**src/rtl/ripc_pkg.sv**
```systemverilog
// Shared types, constants and coefficient helpers for the reporter ion pick and correct block.
package ripc_pkg;

    localparam int CH         = 4;
    localparam int CH_W       = 2;
    localparam int MZ_W       = 32;
    localparam int INT_W      = 32;
    localparam int TOL_W      = 17;
    localparam int RAW_W      = 37;
    localparam int CORR_W     = 39;
    localparam int COEF_W     = 24;
    localparam int CFG_ADDR_W = 5;
    localparam int CFG_DATA_W = 32;

    localparam int DEF_MZ_FRAC_BITS   = 16;
    localparam int DEF_COEF_FRAC_BITS = 22;

    localparam int PPM_OFFSET = 180;
    localparam int PPM_SCALE  = 1000000;

    // Reciprocal of ten for an exact 32-bit quotient: q = (x * RECIP_10) >> RECIP_SHIFT.
    localparam logic [31:0] RECIP_10    = 32'hCCCC_CCCD;
    localparam int          RECIP_SHIFT = 35;
    localparam int          QUOT_W      = 29;

    localparam logic [MZ_W-1:0]  MZ_RESET [CH] = '{32'd7477658, 32'd7543194,
                                                   32'd7608730, 32'd7674266};
    localparam logic [TOL_W-1:0] TOL_RESET     = 17'd20;

    typedef struct packed {
        logic [MZ_W-1:0]  peak_mz;
        logic [INT_W-1:0] peak_intensity;
        logic             last_peak;
    } t_peak;

    typedef struct packed {
        logic [CH_W-1:0]   channel;
        logic              found;
        logic [RAW_W-1:0]  raw_intensity;
        logic              corrected_valid;
        logic [CORR_W-1:0] corrected_intensity;
        logic              last_result;
    } t_result;

    // Final per-channel pick of a spectrum, filled in slot by slot along the chain.
    typedef struct packed {
        logic [CH-1:0]             found;
        logic [CH-1:0][INT_W-1:0]  inten;
    } t_snap;

    typedef struct packed {
        logic  valid;
        t_peak peak;
        t_snap snap;
    } t_link;

    typedef logic signed [COEF_W-1:0] t_coef;
    typedef t_coef t_coef_set [CH*CH];

    localparam t_coef COEF_Q22 [CH*CH] = '{
         24'sd4521086,  -24'sd289249,     24'sd7747,      -24'sd64,
         -24'sd98158,   24'sd4559460,  -24'sd276488,     24'sd8531,
           24'sd3189,  -24'sd148106,   24'sd4557862,  -24'sd221813,
            -24'sd32,      24'sd1477,  -24'sd197011,   24'sd4548883
    };

    // Rounds a Q22 coefficient to the requested fraction, halves away from zero.
    function automatic t_coef scale_coef(input t_coef q22, input int frac_bits);
        logic [COEF_W-1:0] mag;
        int                sh;
        sh  = 22 - frac_bits;
        mag = (q22 < 0) ? COEF_W'(-q22) : COEF_W'(q22);
        if (sh > 0) begin
            mag = (mag + (COEF_W'(1) << (sh - 1))) >> sh;
        end
        return (q22 < 0) ? t_coef'(-$signed(mag)) : t_coef'(mag);
    endfunction

    function automatic t_coef_set coef_set(input int frac_bits);
        t_coef_set res;
        for (int i = 0; i < CH * CH; i++) begin
            res[i] = scale_coef(COEF_Q22[i], frac_bits);
        end
        return res;
    endfunction

    // Tenths of 256 * rem + 5, rounded down, for a remainder of a division by ten.
    function automatic logic [7:0] raw_frac(input logic [3:0] rem);
        logic [7:0] res;
        case (rem)
            4'd0:    res = 8'd0;
            4'd1:    res = 8'd26;
            4'd2:    res = 8'd51;
            4'd3:    res = 8'd77;
            4'd4:    res = 8'd102;
            4'd5:    res = 8'd128;
            4'd6:    res = 8'd154;
            4'd7:    res = 8'd179;
            4'd8:    res = 8'd205;
            4'd9:    res = 8'd230;
            default: res = 8'd0;
        endcase
        return res;
    endfunction

endpackage

```
**src/rtl/ripc_cell.sv**
```systemverilog
// One reporter channel cell: window test, nearest-peak update and hand-on of the peak.
module ripc_cell #(
    parameter int CELL_IDX     = 0,
    parameter int MZ_FRAC_BITS = ripc_pkg::DEF_MZ_FRAC_BITS
) (
    input  logic                         i_clk,
    input  logic                         i_rst_n,
    input  logic                         i_en,
    input  logic [ripc_pkg::MZ_W-1:0]    i_reporter_mz,
    input  logic [ripc_pkg::TOL_W-1:0]   i_tolerance_ppm,
    input  ripc_pkg::t_link              i_link,
    output ripc_pkg::t_link              o_link
);
    import ripc_pkg::*;

    localparam int PPM_W   = 20;
    localparam int PROD_W  = MZ_W + PPM_W;
    localparam int BOUND_W = TOL_W + 1 + MZ_W;
    localparam logic [PPM_W-1:0] PPM_K        = PPM_W'(PPM_SCALE);
    localparam logic [MZ_W:0]    CLOSE_MARGIN = (MZ_W + 1)'(64'd2 << MZ_FRAC_BITS);

    logic [TOL_W:0]    tol_ext;
    logic [MZ_W-1:0]   mz_gap;
    logic              closes;
    logic [BOUND_W-1:0] r_bound;

    logic              r_p1_v;
    t_peak             r_p1_peak;
    t_snap             r_p1_snap;
    logic [MZ_W-1:0]   r_p1_gap;
    logic              r_p1_closes;

    logic              r_p2_v;
    t_peak             r_p2_peak;
    t_snap             r_p2_snap;
    logic [MZ_W-1:0]   r_p2_gap;
    logic [PROD_W-1:0] r_p2_prod;
    logic              r_p2_closes;

    logic [MZ_W-1:0]   r_best_dist;
    logic [INT_W-1:0]  r_best_inten;
    logic              r_found;
    logic              r_closed;
    logic [MZ_W-1:0]   n_best_dist;
    logic [INT_W-1:0]  n_best_inten;
    logic              n_found;
    logic              n_closed;
    logic              in_win;
    logic              take;

    always_comb begin
        tol_ext = {1'b0, i_tolerance_ppm} + (TOL_W + 1)'(PPM_OFFSET);
        if (i_link.peak.peak_mz >= i_reporter_mz) begin
            mz_gap = i_link.peak.peak_mz - i_reporter_mz;
        end else begin
            mz_gap = i_reporter_mz - i_link.peak.peak_mz;
        end
        closes = {1'b0, i_link.peak.peak_mz} > ({1'b0, i_reporter_mz} + CLOSE_MARGIN);
    end

    // The window bound depends on configuration only.
    always_ff @(posedge i_clk) begin
        r_bound <= BOUND_W'(tol_ext) * BOUND_W'(i_reporter_mz);
    end

    always_ff @(posedge i_clk) begin
        if (!i_rst_n) begin
            r_p1_v <= 1'b0;
            r_p2_v <= 1'b0;
        end else if (i_en) begin
            r_p1_v <= i_link.valid;
            r_p2_v <= r_p1_v;
        end
    end

    always_ff @(posedge i_clk) begin
        if (i_en) begin
            r_p1_peak   <= i_link.peak;
            r_p1_snap   <= i_link.snap;
            r_p1_gap    <= mz_gap;
            r_p1_closes <= closes;
            r_p2_peak   <= r_p1_peak;
            r_p2_snap   <= r_p1_snap;
            r_p2_gap    <= r_p1_gap;
            r_p2_prod   <= PROD_W'(r_p1_gap) * PROD_W'(PPM_K);
            r_p2_closes <= r_p1_closes;
        end
    end

    always_comb begin
        in_win       = r_p2_prod < PROD_W'(r_bound);
        take         = !r_closed && in_win && (!r_found || (r_p2_gap < r_best_dist));
        n_found      = r_found | take;
        n_best_dist  = take ? r_p2_gap : r_best_dist;
        n_best_inten = take ? r_p2_peak.peak_intensity : r_best_inten;
        n_closed     = r_closed | r_p2_closes;

        o_link.valid = r_p2_v;
        o_link.peak  = r_p2_peak;
        o_link.snap  = r_p2_snap;
        if (r_p2_peak.last_peak) begin
            o_link.snap.found[CELL_IDX] = n_found;
            o_link.snap.inten[CELL_IDX] = n_best_inten;
        end
    end

    always_ff @(posedge i_clk) begin
        if (!i_rst_n) begin
            r_best_dist  <= '1;
            r_best_inten <= '0;
            r_found      <= 1'b0;
            r_closed     <= 1'b0;
        end else if (i_en && r_p2_v) begin
            if (r_p2_peak.last_peak) begin
                r_best_dist  <= '1;
                r_best_inten <= '0;
                r_found      <= 1'b0;
                r_closed     <= 1'b0;
            end else begin
                r_best_dist  <= n_best_dist;
                r_best_inten <= n_best_inten;
                r_found      <= n_found;
                r_closed     <= n_closed;
            end
        end
    end

endmodule

```
**config.mk**
```make
export PLATFORM = sky130hd
export DESIGN_NAME = ripc_cell
export DESIGN_NICKNAME = d
export VERILOG_FILES = /design/src/rtl/ripc_pkg.sv /design/src/rtl/ripc_cell.sv
export SDC_FILE = /design/constraint.sdc
export NUM_CORES = 2
export LEC_CHECK = 0
export ABC_AREA = 1
export BUFFER_PORTS_ARGS = -buffer_cell sky130_fd_sc_hd__buf_4
export CELL_PAD_IN_SITES_DETAIL_PLACEMENT = 2
export CELL_PAD_IN_SITES_GLOBAL_PLACEMENT = 2
export CORE_MARGIN = 3
export CORE_UTILIZATION = 30
export DETAILED_ROUTE_END_ITERATION = 8
export PLACE_DENSITY = 0.75
export SLEW_MARGIN = 10
export SYNTH_ARGS = -nofsm -noshare
export SYNTH_HDL_FRONTEND = slang
export SYNTH_SLANG_ARGS = --single-unit
```
**constraint.sdc**
```tcl
create_clock -name i_clk -period 8.8 [get_ports i_clk]
set_input_delay 1.76 -clock i_clk [delete_from_list [all_inputs] [get_ports i_clk]]
set_output_delay 1.76 -clock i_clk [all_outputs]
set_load 0.01 [all_outputs]
```
==> key figures <==
Route
  – Vias: 39950
  – Post-route ant nets: 0
  – DR iter-0 viols: 1848
  – Pre-antenna DRT Iters: 5
  – Vias per std cell: approximately 4.8
  – Detailed-route wire length per cell: approximately 22 um
  – # DRC: 0
  – Final WL: approximately 190000 um

Finish
  – Most frequent cells in the layout: inv_1, nand2_1, fa_1, edfxtp_1, buf_4
  – Final net count: about 7300
  – Proportion of layout cells with a drive suffix above 1: 0.1115
  – Synth-to-Final Area Change: 15.17%
  – Most common cell after layout, fill and taps aside: inv_1

Die
  – Die ar.: ~180000 um2
  – Initial Utilization: 0.3033
  – Number of I/O pins: between 400 and 500
  – Placeable Area: roughly 170000 um2
  – Die height: around 430 um
  – Chip width: 426.1 um
  – Row count: about 150

Timing
  – Fin. max-slew vios: 0
  – Fin crit share: 0.9268
  – F_max: 122.6 MHz
  – RSZ-0062 raised after global routing: false
  – Setup-failing EPs final: 0
  – Post-route minimum period: 8156 ps
  – Fin Hold WS: 413.2 ps
  – Least-Margin Pin Slew: 1250 ps
  – Final Hold Viols: 0
  – Relative slew slack: 0.1615
  – Clock skew: around 45 ps

Logic synthesis
  – Number of enable flip-flop cells after synthesis: 503
  – Synthesized flop and latch total: 621
  – Largest cells by area after synthesis: edfxtp_1, fa_1, ha_1
  – Post-synth top flop: edfxtp_1
  – Yosys top cell area share: 0.2852
  – Post-synth ARST share: 0
  – Post-synth cell types: 56
  – Synthesized area: ~53000 um2
  – Post-Syn Instances: around 5700
  – Post-synthesis sequential area ratio: 0.3298
  – Synth area leader: edfxtp_1
  – Synth Area per Inst: 9.373 um2
  – Synth warn: 0
  – Synth Net Count: 6949

Hold path
  – Worst-case hold path end point: o_link[170]$_DFFE_PP_
  – Hold WC Path Type: flip-flop to flip-flop
  – Beginning of the worst hold path: r_p1_peak[38]$_DFFE_PP_
  – Worst Hold Depth: 0

Worst setup path
  – Max FO, Critical Path: 13
  – Slowest stage delay, CP: between 500 and 600 ps
  – Crit path kind: input port to flip-flop
  – Reg2reg start: r_p1_gap[18]$_DFFE_PP_
  – CP Launch Type: input port
  – CP max-delay cell: fa_1
  – Worst r2r dst: r_p2_prod[45]$_DFFE_PP_
  – Critical path required time: 9420 ps
  – Register-to-Register Setup Slack: between 2000 and 3000 ps
  – R2R depth: 15
  – CP Capture Type: flip-flop
  – Most used cell, CP: nand2_1
  – Worst Path Arrival: ~9000 ps

Global routing
  – GRT overflow: 0
  – Total Routing Usage GR: 0.2068
  – Number of global-route vias before repair: between 40000 and 50000
  – Pin count of the biggest net entering global routing: 160
  – Initial antenna violation count: 5
  – First-pass GRT wire length: ~290000 um

Clocking
  – CTS resizes: 0
  – CTS H-Tree Depth: 3
  – CTS buffer count: 76
  – Worst-Skew Late Latency: approximately 710 ps
  – # Post-CTS Setup Buffers: 0
  – Clock transition at path regs: around 70 ps
  – CTS tree: yes
  – CTS Hold Bufs: 0
  – CTS Buffer Depth: 3
  – Root Driver: clkbuf_16
  – CTS sink count: 621

Flow run
  – Max-Cap Viols: 0

Place
  – IO Port Bufs: 447
  – GP Congestion: 0.8966
  – Dpl hpwl: 153100 um

Run status
  – Status: completed
through the flow:
step | instances | util | TNS, ps | setup slack, ps | cell area (um2)
2_1_floorplan | 5650 | - | 0 | 970.7 | 52960
3_3_place_gp | 8216 | 0.3342 | 0 | 97.68 | 58350
3_5_place_dp | 8216 | 0.3342 | -562.9 | -229.1 | 58350
4_1_cts | 8354 | 0.3493 | 0 | 532.6 | 60980
5_1_grt | 8355 | 0.3493 | 0 | 88.63 | 60990
6_report | 8355 | 0.3493 | 0 | 643.8 | 60990
synth_stat cells (51+ instances only):
cell type / n
a21oi_1: 248
buf_4: 103
clkbuf_1: 111
dfxtp_1: 118
edfxtp_1: 503
fa_1: 617
ha_1: 432
inv_1: 1190
nand2_1: 1090
nand3_1: 238
nand4_1: 51
nor2_1: 390
o21ai_0: 123
xor2_1: 106
logic make-up (layout without fill, tap and decap cells):
kind of cell,after synthesis,after routing,synth area share
simple gates,1841,1841,0.1420
mux,1,1,0.0001890
compound gates,507,507,0.05375
buf+inv,1485,1864,0.1148
flops,621,621,0.3298
other cells,0,1,0
xor+xnor,146,146,0.02415
fa+ha+maj,1049,1049,0.3353
state kept, by name, indices dropped and copies added, names as in the netlist:
| signal | cells |
|---|---|
| r_p1_gap | 32 |
| r_bound | 50 |
| r_p1_snap | 132 |
| r_best_inten | 32 |
| r_found | 1 |
| r_p2_closes | 1 |
| r_p1_peak | 65 |
| r_p1_v | 1 |
| r_p1_closes | 1 |
| r_best_dist | 32 |
| r_p2_v | 1 |
| r_p2_prod | 43 |
| r_p2_snap | 33 |
| o_link | 164 |
| r_p2_gap | 32 |
| r_closed | 1 |
worst max-delay path by stage:
stage,slack (ps),startpoint,depth (start not counted),endpoint
3_5_place_dp,-230,i_tolerance_ppm[2],32,r_bound[37]$_DFF_P_
4_1_cts,530,i_tolerance_ppm[2],32,r_bound[37]$_DFF_P_
6_report,640,i_tolerance_ppm[2],32,r_bound[37]$_DFF_P_
2_1_floorplan,970,i_tolerance_ppm[2],32,r_bound[38]$_DFF_P_
5_1_grt,90,i_tolerance_ppm[2],34,r_bound[44]$_DFF_P_
3_3_place_gp,100,i_tolerance_ppm[2],32,r_bound[37]$_DFF_P_
area by class of cell:
class | count | area [um2]
tap | 2325 | 2909
sequential | 621 | 17470
antenna | 1 | 2.502
timing repair buffer | 514 | 4004
fill | 19310 | 113600
clock inverter | 39 | 524.3
inverter | 1212 | 4552
clock buffer | 99 | 2102
multi-input combinational | 3544 | 29430
routing by layer:
metal,track usage,vias to the layer above,share of wire
li1,-,18120,-
met5,0,-,0.000069
met2,0.3826,761,0.52
met3,0.02611,234,0.035
met4,0.07149,2,0.038
met1,0.2444,20830,0.41
worst max-delay path, delay by kind of cell:
family / cells / cell delay, ps
xor+xnor: 1 / 130
fa+ha+maj: 8 / 3680
buf+inv: 6 / 580
simple gates: 15 / 2170
compound gates: 2 / 420
Power is not shown: default switching activity piles up to over one toggle a cycle in this logic, so the estimate is an artifact.
