[src/rtl/ripc_pkg.sv]
// Shared types, constants and coefficient helpers for the reporter ion pick and correct block.
package ripc_pkg;

    localparam int CH         = 4;
    localparam int CH_W       = 2;
    localparam int MZ_W       = 32;
    localparam int INT_W      = 32;
    localparam int TOL_W      = 17;
    localparam int RAW_W      = 37;
    localparam int CORR_W     = 39;
    localparam int COEF_W     = 24;
    localparam int CFG_ADDR_W = 5;
    localparam int CFG_DATA_W = 32;

    localparam int DEF_MZ_FRAC_BITS   = 16;
    localparam int DEF_COEF_FRAC_BITS = 22;

    localparam int PPM_OFFSET = 180;
    localparam int PPM_SCALE  = 1000000;

    // Reciprocal of ten for an exact 32-bit quotient: q = (x * RECIP_10) >> RECIP_SHIFT.
    localparam logic [31:0] RECIP_10    = 32'hCCCC_CCCD;
    localparam int          RECIP_SHIFT = 35;
    localparam int          QUOT_W      = 29;

    localparam logic [MZ_W-1:0]  MZ_RESET [CH] = '{32'd7477658, 32'd7543194,
                                                   32'd7608730, 32'd7674266};
    localparam logic [TOL_W-1:0] TOL_RESET     = 17'd20;

    typedef struct packed {
        logic [MZ_W-1:0]  peak_mz;
        logic [INT_W-1:0] peak_intensity;
        logic             last_peak;
    } t_peak;

    typedef struct packed {
        logic [CH_W-1:0]   channel;
        logic              found;
        logic [RAW_W-1:0]  raw_intensity;
        logic              corrected_valid;
        logic [CORR_W-1:0] corrected_intensity;
        logic              last_result;
    } t_result;

    // Final per-channel pick of a spectrum, filled in slot by slot along the chain.
    typedef struct packed {
        logic [CH-1:0]             found;
        logic [CH-1:0][INT_W-1:0]  inten;
    } t_snap;

    typedef struct packed {
        logic  valid;
        t_peak peak;
        t_snap snap;
    } t_link;

    typedef logic signed [COEF_W-1:0] t_coef;
    typedef t_coef t_coef_set [CH*CH];

    localparam t_coef COEF_Q22 [CH*CH] = '{
         24'sd4521086,  -24'sd289249,     24'sd7747,      -24'sd64,
         -24'sd98158,   24'sd4559460,  -24'sd276488,     24'sd8531,
           24'sd3189,  -24'sd148106,   24'sd4557862,  -24'sd221813,
            -24'sd32,      24'sd1477,  -24'sd197011,   24'sd4548883
    };

    // Rounds a Q22 coefficient to the requested fraction, halves away from zero.
    function automatic t_coef scale_coef(input t_coef q22, input int frac_bits);
        logic [COEF_W-1:0] mag;
        int                sh;
        sh  = 22 - frac_bits;
        mag = (q22 < 0) ? COEF_W'(-q22) : COEF_W'(q22);
        if (sh > 0) begin
            mag = (mag + (COEF_W'(1) << (sh - 1))) >> sh;
        end
        return (q22 < 0) ? t_coef'(-$signed(mag)) : t_coef'(mag);
    endfunction

    function automatic t_coef_set coef_set(input int frac_bits);
        t_coef_set res;
        for (int i = 0; i < CH * CH; i++) begin
            res[i] = scale_coef(COEF_Q22[i], frac_bits);
        end
        return res;
    endfunction

    // Tenths of 256 * rem + 5, rounded down, for a remainder of a division by ten.
    function automatic logic [7:0] raw_frac(input logic [3:0] rem);
        logic [7:0] res;
        case (rem)
            4'd0:    res = 8'd0;
            4'd1:    res = 8'd26;
            4'd2:    res = 8'd51;
            4'd3:    res = 8'd77;
            4'd4:    res = 8'd102;
            4'd5:    res = 8'd128;
            4'd6:    res = 8'd154;
            4'd7:    res = 8'd179;
            4'd8:    res = 8'd205;
            4'd9:    res = 8'd230;
            default: res = 8'd0;
        endcase
        return res;
    endfunction

endpackage

[src/rtl/ripc_stream_if.sv]
// Valid/ready stream interface carrying one payload item per transfer.
interface ripc_stream_if #(
    parameter type T = logic
) ();
    logic valid;
    logic ready;
    T     data;

    modport source (output valid, output data, input ready);
    modport sink   (input valid, input data, output ready);
endinterface

[src/rtl/ripc_correct.sv]
// Intensity scaling, channel sequencing and impurity correction of a finished spectrum.
module ripc_correct #(
    parameter int COEF_FRAC_BITS = ripc_pkg::DEF_COEF_FRAC_BITS
) (
    input  logic            i_clk,
    input  logic            i_rst_n,
    input  ripc_pkg::t_link i_link,
    output logic            o_up_en,
    ripc_stream_if.source   o_res
);
    import ripc_pkg::*;

    localparam t_coef_set COEF   = coef_set(COEF_FRAC_BITS);
    localparam int        SVAL_W = RAW_W + 1;
    localparam int        PROD_W = SVAL_W + COEF_W;
    localparam int        ACC_W  = PROD_W + 2;
    localparam logic [ACC_W-1:0] ROUND_HALF = ACC_W'(1) << (COEF_FRAC_BITS - 1);

    typedef struct packed {
        logic [CH_W-1:0]  ch;
        logic             found;
        logic [RAW_W-1:0] raw;
    } t_meta;

    logic d_en;
    logic seq_take;

    logic [63:0]       recip_prod [CH];
    logic              r_r1_v;
    logic [QUOT_W-1:0] r_r1_quot  [CH];
    logic [INT_W-1:0]  r_r1_inten [CH];
    logic [CH-1:0]     r_r1_found;

    logic [INT_W-1:0]  tenfold [CH];
    logic [INT_W-1:0]  rem     [CH];
    logic [RAW_W-1:0]  raw_new [CH];

    logic              r_seq_v;
    logic [CH_W-1:0]   r_ch;
    logic [RAW_W-1:0]  r_seq_raw [CH];
    logic [CH-1:0]     r_seq_found;

    logic signed [SVAL_W-1:0] sval     [CH];
    t_coef                    coef_sel [CH];

    logic                     r_m_v;
    logic signed [PROD_W-1:0] r_m_prod [CH];
    t_meta                    r_m_meta;

    logic                     r_s1_v;
    logic signed [PROD_W:0]   r_s1_sum [2];
    t_meta                    r_s1_meta;

    logic                     r_s2_v;
    logic signed [ACC_W-1:0]  r_s2_acc;
    t_meta                    r_s2_meta;

    logic                     acc_pos;
    logic [ACC_W-1:0]         rounded;
    logic [ACC_W-1:0]         shifted;
    logic [CORR_W-1:0]        corr;
    logic                     valid;

    logic                     r_out_v;
    t_result                  r_out;

    assign d_en     = !r_out_v || o_res.ready;
    assign seq_take = d_en && (!r_seq_v || (r_ch == CH_W'(CH - 1)));
    assign o_up_en  = !r_r1_v || seq_take;

    assign o_res.valid = r_out_v;
    assign o_res.data  = r_out;

    always_comb begin
        for (int k = 0; k < CH; k++) begin
            recip_prod[k] = {32'b0, i_link.snap.inten[k]} * {32'b0, RECIP_10};
        end
    end

    always_ff @(posedge i_clk) begin
        if (!i_rst_n) begin
            r_r1_v <= 1'b0;
        end else if (o_up_en) begin
            r_r1_v <= i_link.valid && i_link.peak.last_peak;
        end
    end

    always_ff @(posedge i_clk) begin
        if (o_up_en) begin
            for (int k = 0; k < CH; k++) begin
                r_r1_quot[k]  <= recip_prod[k][63:RECIP_SHIFT];
                r_r1_inten[k] <= i_link.snap.inten[k];
            end
            r_r1_found <= i_link.snap.found;
        end
    end

    // Intensity times 25.6 rounded: 256 * quotient plus the rounded tenths of the remainder.
    always_comb begin
        for (int k = 0; k < CH; k++) begin
            tenfold[k] = {r_r1_quot[k], 3'b000} + {2'b00, r_r1_quot[k], 1'b0};
            rem[k]     = r_r1_inten[k] - tenfold[k];
            if (r_r1_found[k]) begin
                raw_new[k] = {r_r1_quot[k], 8'h00} + RAW_W'(raw_frac(rem[k][3:0]));
            end else begin
                raw_new[k] = '0;
            end
        end
    end

    always_ff @(posedge i_clk) begin
        if (!i_rst_n) begin
            r_seq_v <= 1'b0;
            r_ch    <= '0;
        end else if (seq_take) begin
            r_seq_v <= r_r1_v;
            r_ch    <= '0;
        end else if (d_en && r_seq_v) begin
            r_ch <= r_ch + 1'b1;
        end
    end

    always_ff @(posedge i_clk) begin
        if (seq_take) begin
            r_seq_raw   <= raw_new;
            r_seq_found <= r_r1_found;
        end
    end

    // A channel that was not found enters the sums as minus one.
    always_comb begin
        for (int k = 0; k < CH; k++) begin
            if (r_seq_found[k]) begin
                sval[k] = $signed({1'b0, r_seq_raw[k]});
            end else begin
                sval[k] = -SVAL_W'(256);
            end
            coef_sel[k] = COEF[{r_ch, CH_W'(k)}];
        end
    end

    always_ff @(posedge i_clk) begin
        if (!i_rst_n) begin
            r_m_v   <= 1'b0;
            r_s1_v  <= 1'b0;
            r_s2_v  <= 1'b0;
            r_out_v <= 1'b0;
        end else if (d_en) begin
            r_m_v   <= r_seq_v;
            r_s1_v  <= r_m_v;
            r_s2_v  <= r_s1_v;
            r_out_v <= r_s2_v;
        end
    end

    always_ff @(posedge i_clk) begin
        if (d_en) begin
            for (int k = 0; k < CH; k++) begin
                r_m_prod[k] <= PROD_W'(sval[k]) * PROD_W'(coef_sel[k]);
            end
            r_m_meta.ch    <= r_ch;
            r_m_meta.found <= r_seq_found[r_ch];
            r_m_meta.raw   <= r_seq_raw[r_ch];

            r_s1_sum[0] <= {r_m_prod[0][PROD_W-1], r_m_prod[0]}
                         + {r_m_prod[1][PROD_W-1], r_m_prod[1]};
            r_s1_sum[1] <= {r_m_prod[2][PROD_W-1], r_m_prod[2]}
                         + {r_m_prod[3][PROD_W-1], r_m_prod[3]};
            r_s1_meta   <= r_m_meta;

            r_s2_acc  <= {r_s1_sum[0][PROD_W], r_s1_sum[0]}
                       + {r_s1_sum[1][PROD_W], r_s1_sum[1]};
            r_s2_meta <= r_s1_meta;

            r_out.channel             <= r_s2_meta.ch;
            r_out.found               <= r_s2_meta.found;
            r_out.raw_intensity       <= r_s2_meta.raw;
            r_out.corrected_valid     <= valid;
            r_out.corrected_intensity <= valid ? corr : '0;
            r_out.last_result         <= (r_s2_meta.ch == CH_W'(CH - 1));
        end
    end

    always_comb begin
        acc_pos = !r_s2_acc[ACC_W-1] && (r_s2_acc != '0);
        rounded = ACC_W'(r_s2_acc) + ROUND_HALF;
        shifted = rounded >> COEF_FRAC_BITS;
        corr    = (|shifted[ACC_W-1:CORR_W]) ? '1 : shifted[CORR_W-1:0];
        valid   = r_s2_meta.found && (r_s2_meta.raw != '0) && acc_pos;
    end

    a_valid_has_peak: assert property (@(posedge i_clk) disable iff (!i_rst_n)
        (r_out_v && r_out.corrected_valid) |-> (r_out.found && (r_out.raw_intensity != '0)))
        else $error("corrected result without a matched peak");

    a_missing_is_empty: assert property (@(posedge i_clk) disable iff (!i_rst_n)
        (r_out_v && !r_out.found) |-> ((r_out.raw_intensity == '0) && !r_out.corrected_valid))
        else $error("missing channel carries an intensity");

    a_invalid_is_zero: assert property (@(posedge i_clk) disable iff (!i_rst_n)
        (r_out_v && !r_out.corrected_valid) |-> (r_out.corrected_intensity == '0))
        else $error("invalid corrected result is not zero");

    a_seq_steps: assert property (@(posedge i_clk) disable iff (!i_rst_n)
        (r_seq_v && d_en && !seq_take) |=> (r_ch == ($past(r_ch) + 1'b1)))
        else $error("channel sequencer skipped or repeated a channel");

endmodule

[src/flat_wrapper.sv]
// flat-port wrapper written by rule: the top's interface ports become plain ports
module ripc_correct_flat import ripc_pkg::*;
#(
    parameter int COEF_FRAC_BITS = ripc_pkg::DEF_COEF_FRAC_BITS
)
  (i_clk, i_rst_n, i_link, o_up_en, o_res_valid, o_res_data, o_res_ready);
  ripc_stream_if o_res_i ();
  input  logic i_clk;
  input  logic i_rst_n;
  input  ripc_pkg::t_link i_link;
  output logic o_up_en;
  output wire logic [$bits(o_res_i.valid)-1:0] o_res_valid;
  output wire logic [$bits(o_res_i.data)-1:0] o_res_data;
  input wire logic [$bits(o_res_i.ready)-1:0] o_res_ready;
  assign o_res_valid = o_res_i.valid;
  assign o_res_data = o_res_i.data;
  assign o_res_i.ready = o_res_ready;
  ripc_correct #(.COEF_FRAC_BITS(COEF_FRAC_BITS)) u_core (.i_clk(i_clk), .i_rst_n(i_rst_n), .i_link(i_link), .o_up_en(o_up_en), .o_res(o_res_i));
endmodule
[config.mk]
export PLATFORM = sky130hd
export DESIGN_NAME = ripc_correct_flat
export DESIGN_NICKNAME = d
export VERILOG_FILES = /design/src/rtl/ripc_pkg.sv /design/src/rtl/ripc_stream_if.sv /design/src/rtl/ripc_correct.sv /design/src/flat_wrapper.sv
export SDC_FILE = /design/constraint.sdc
export NUM_CORES = 1
export LEC_CHECK = 0
export BUFFER_PORTS_ARGS = -buffer_cell sky130_fd_sc_hd__buf_2
export CORE_AREA = 2 2 79 81
export DETAILED_ROUTE_END_ITERATION = 12
export DIE_AREA = 0 0 81 83
export PLACE_DENSITY = 0.58
export SLEW_MARGIN = 10
export SYNTH_ARGS = -nofsm -noshare
export SYNTH_HDL_FRONTEND = slang
export SYNTH_SLANG_ARGS = --single-unit
[constraint.sdc]
create_clock -name i_clk -period 1.73 [get_ports i_clk]
set_input_delay 0.519 -clock i_clk [delete_from_list [all_inputs] [get_ports i_clk]]
set_output_delay 0.519 -clock i_clk [all_outputs]
set_load 0.1 [all_outputs]
==> impl_metrics.env <==
export IMPL_status="finished clean"
export IMPL_crit_arrival_ns=1.15
export IMPL_clkTransAtPathRegs_ns=0.05
export IMPL_dieArea_mm2=0.00672
export IMPL_switchingPower_w=0.000130
export IMPL_fin_crit_sh=0.962
export IMPL_path_buf_inv=1
export IMPL_final_cell_mix="10 x nand2_1, 7 x edfxtp_1, 6 x buf_2"
export IMPL_skew_ns=0.00252
export IMPL_antenna_found_initial=0
export IMPL_syn_nets=246
export IMPL_total_power_w=0.000685
export IMPL_clock_latency_ns=0.24
export IMPL_muxShareOfSynthArea=0
export IMPL_yosysWarningCount=0
export IMPL_cts_root_buffer="clkbuf_8"
export IMPL_grt_pass1_wl_um=1550
export IMPL_post_route_drc_count=0
export IMPL_coreArea_mm2=0.00582
export IMPL_synth_cells=44
export IMPL_fmax_mhz=601
export IMPL_routed_wl_um=856
export IMPL_cts_tree="done"
export IMPL_die_y_um=83
export IMPL_end_kind="primary output"
export IMPL_drt_initial_drc_count=14
export IMPL_syn2layout_area_growth_pct=42.8
export IMPL_initial_core_util=0.0966
export IMPL_final_common_cell="nand2_1"
export IMPL_path_delay_family="flip-flops"
export IMPL_pwr_share_clk=0.395
export IMPL_fin_ws_ns=0.0658
export IMPL_p_comb_frac=0.047
export IMPL_layout_drive_gt1_share=0.404
export IMPL_clk_path_buf_depth=2
export IMPL_netSwitchingFraction=0.190
export IMPL_relSlewSlack=0.667
export IMPL_intPower_w=0.000555
export IMPL_drt_pass1_iter_count=4
export IMPL_final_area_um2=802
export IMPL_ys_types=18
export IMPL_place_hpwl_um=581
export IMPL_p_leak_nw=0.299
export IMPL_fin_crit_ns=1.66
export IMPL_synth_area_um2=562
export IMPL_seqPwrFrac=0.558
export IMPL_worstSetupPathType="reg2out"
export IMPL_diodes=0
export IMPL_wl_per_cell_um=6.48
export IMPL_first_global_vias=367
export IMPL_hold_viol=0
export IMPL_synth_simple_area_share=0.158
export IMPL_numPortBuffers=7
export IMPL_synth_compound_area_share=0.114
export IMPL_htreeDepth=1
export IMPL_synth_top_family_by_area="simple AND/OR/NAND/NOR gates"
export IMPL_grtUsageTotal=0.0294
export IMPL_dominantRegCellSynth="dfxtp_1"
export IMPL_slowest_delay_ns=0.35
export IMPL_rows=28
export IMPL_worst_r2r_path_depth=4
export IMPL_vias=354
export IMPL_num_nets_final=260
export IMPL_grt_max_degree=15
export IMPL_avgSynthCellArea_um2=12.8
export IMPL_p_per_area_mw_per_mm2=854
export IMPL_die_w_um=81
export IMPL_crit_path_start_kind="flip-flop"
export IMPL_cp_cell_sequence="ha_4 -> nor2b_4 -> o21ai_4 -> buf_12"
export IMPL_gr_total_overflow=0
export IMPL_tightest_slew_ns=0.502
export IMPL_gp_congestion=0.682
export IMPL_cts_inserted_buffers=3
export IMPL_yosys_area_share_adder=0.0223
export IMPL_ios=204
export IMPL_critical_path_peak_fanout=3
export IMPL_cp_depth=4
export IMPL_rsz0062_at_grt="false"
export IMPL_setup_viol=0
export IMPL_ys_seq_area_frac=0.659
export IMPL_required_ns=1.21
export IMPL_drtAntennaViolNets=0
export IMPL_synth_edf_count=7
export IMPL_synthArstFlopShare=0
export IMPL_cts_sinks=15
export IMPL_maxCapViolCount=0
export IMPL_yosysTopAreaCellShare=0.374
export IMPL_synth_top_cell_by_area="edfxtp_1"
export IMPL_synth_area_top_cells="edfxtp_1 37%, dfxtp_1 29%, nand2_1 6.7%"
export IMPL_whs_path_depth=0
export IMPL_place_area_um2=717
export IMPL_synth_seq_cells=15
export IMPL_slew_viol_final=0
export IMPL_cp_slowest_cell="dfxtp_4"
export IMPL_dp_slack_ns=0.0822
export IMPL_hp_class="reg2reg"
export IMPL_vias_per_cell=2.68
export IMPL_synth_xor_area_frac=0
export IMPL_max_vdd_ir_drop_uv=360
## kinds of logic (layout without fill, tap and decap cells)
logic type,Yosys count,in the layout
AOI/OAI and AO/OA,8,8
and+or+nand+nor,17,17
adders and majority gates,1,1
buffers and inverters,3,16
DFF,15,15
## power groups by stage
stage	combinational [W]	clock (W)	sequential, W
4_1_cts	0.0000316	0.000282	0.000382
2_1_floorplan	0.0000173	0	0.000392
3_5_place_dp	0.0000312	0	0.000390
6_report	0.0000323	0.000271	0.000382
3_3_place_gp	0.0000309	0	0.000390
5_1_grt	0.0000358	0.000297	0.000383
## worst reg2reg max path: stages (launching register included)
cell and delay [ns]:
dfxtp_4 0.34, nor2b_4 0.16, buf_4 0.19, inv_8 0.07
a31o_1 0.21
## flip-flops by register name (all words and copies together), names as in the netlist
register and flops:
u_core.r_r1_v 1, u_core.o_res.valid 1, u_core.r_ch 2, u_core.r_s2_meta 2, u_core.r_s1_meta 2, u_core.r_s2_v 1
u_core.o_res.data 1, u_core.r_m_v 1, u_core.r_seq_v 1, u_core.r_s1_v 1, u_core.r_m_meta 2
## what timing repair did
action,4_1_cts,5_1_grt
buffers inserted,3,0
pin swaps,2,0
hold buffers,0,0
hold endpoints to repair,0,0
gates resized for setup,6,1
setup endpoints to repair,1,1
## layer usage
metal | global-route usage | share of wire
met2 | 0.0436 | 0.49
met5 | 0 | 0
met4 | 0.0185 | 0
met1 | 0.0333 | 0.44
met3 | 0.0141 | 0.070
## cell type report
class | count | area (um2)
Fill cell | 687 | 5010
Sequential cell | 15 | 379
Multi-Input combinational cell | 26 | 193
Tap cell | 75 | 93.8
Timing Repair Buffer | 11 | 80.1
Clock buffer | 4 | 45.0
Inverter | 1 | 11.3
## worst paths after layout
check / start / end / slack, ns
worst max-delay path: u_core.r_ch[0] / o_up_en / 0.07
worst min-delay path: u_core.r_s1_meta[38] / u_core.r_s2_meta[38] / 0.42
worst max register to register: u_core.o_res.valid / u_core.r_seq_v / 0.66
worst min register to register: u_core.r_s1_meta[38] / u_core.r_s2_meta[38] / 0.42
## synth_stat cells, types with 2 or more instances
cell / instances
a21boi_1: 4
nand2_1: 10
edfxtp_1: 7
nand3_1: 2
dfxtp_1: 8
## through the flow
step	utilization	std cells	hold slack (ns)	TNS (ns)
floorplan	-	44	0.400	-0.0657
global placement	0.123	126	0.401	0
detailed placement	0.123	126	0.405	0
CTS	0.137	132	0.419	0
global route	0.138	132	0.432	0
finish	0.138	132	0.421	0
Note: power is estimated with default switching activity, not from simulation.
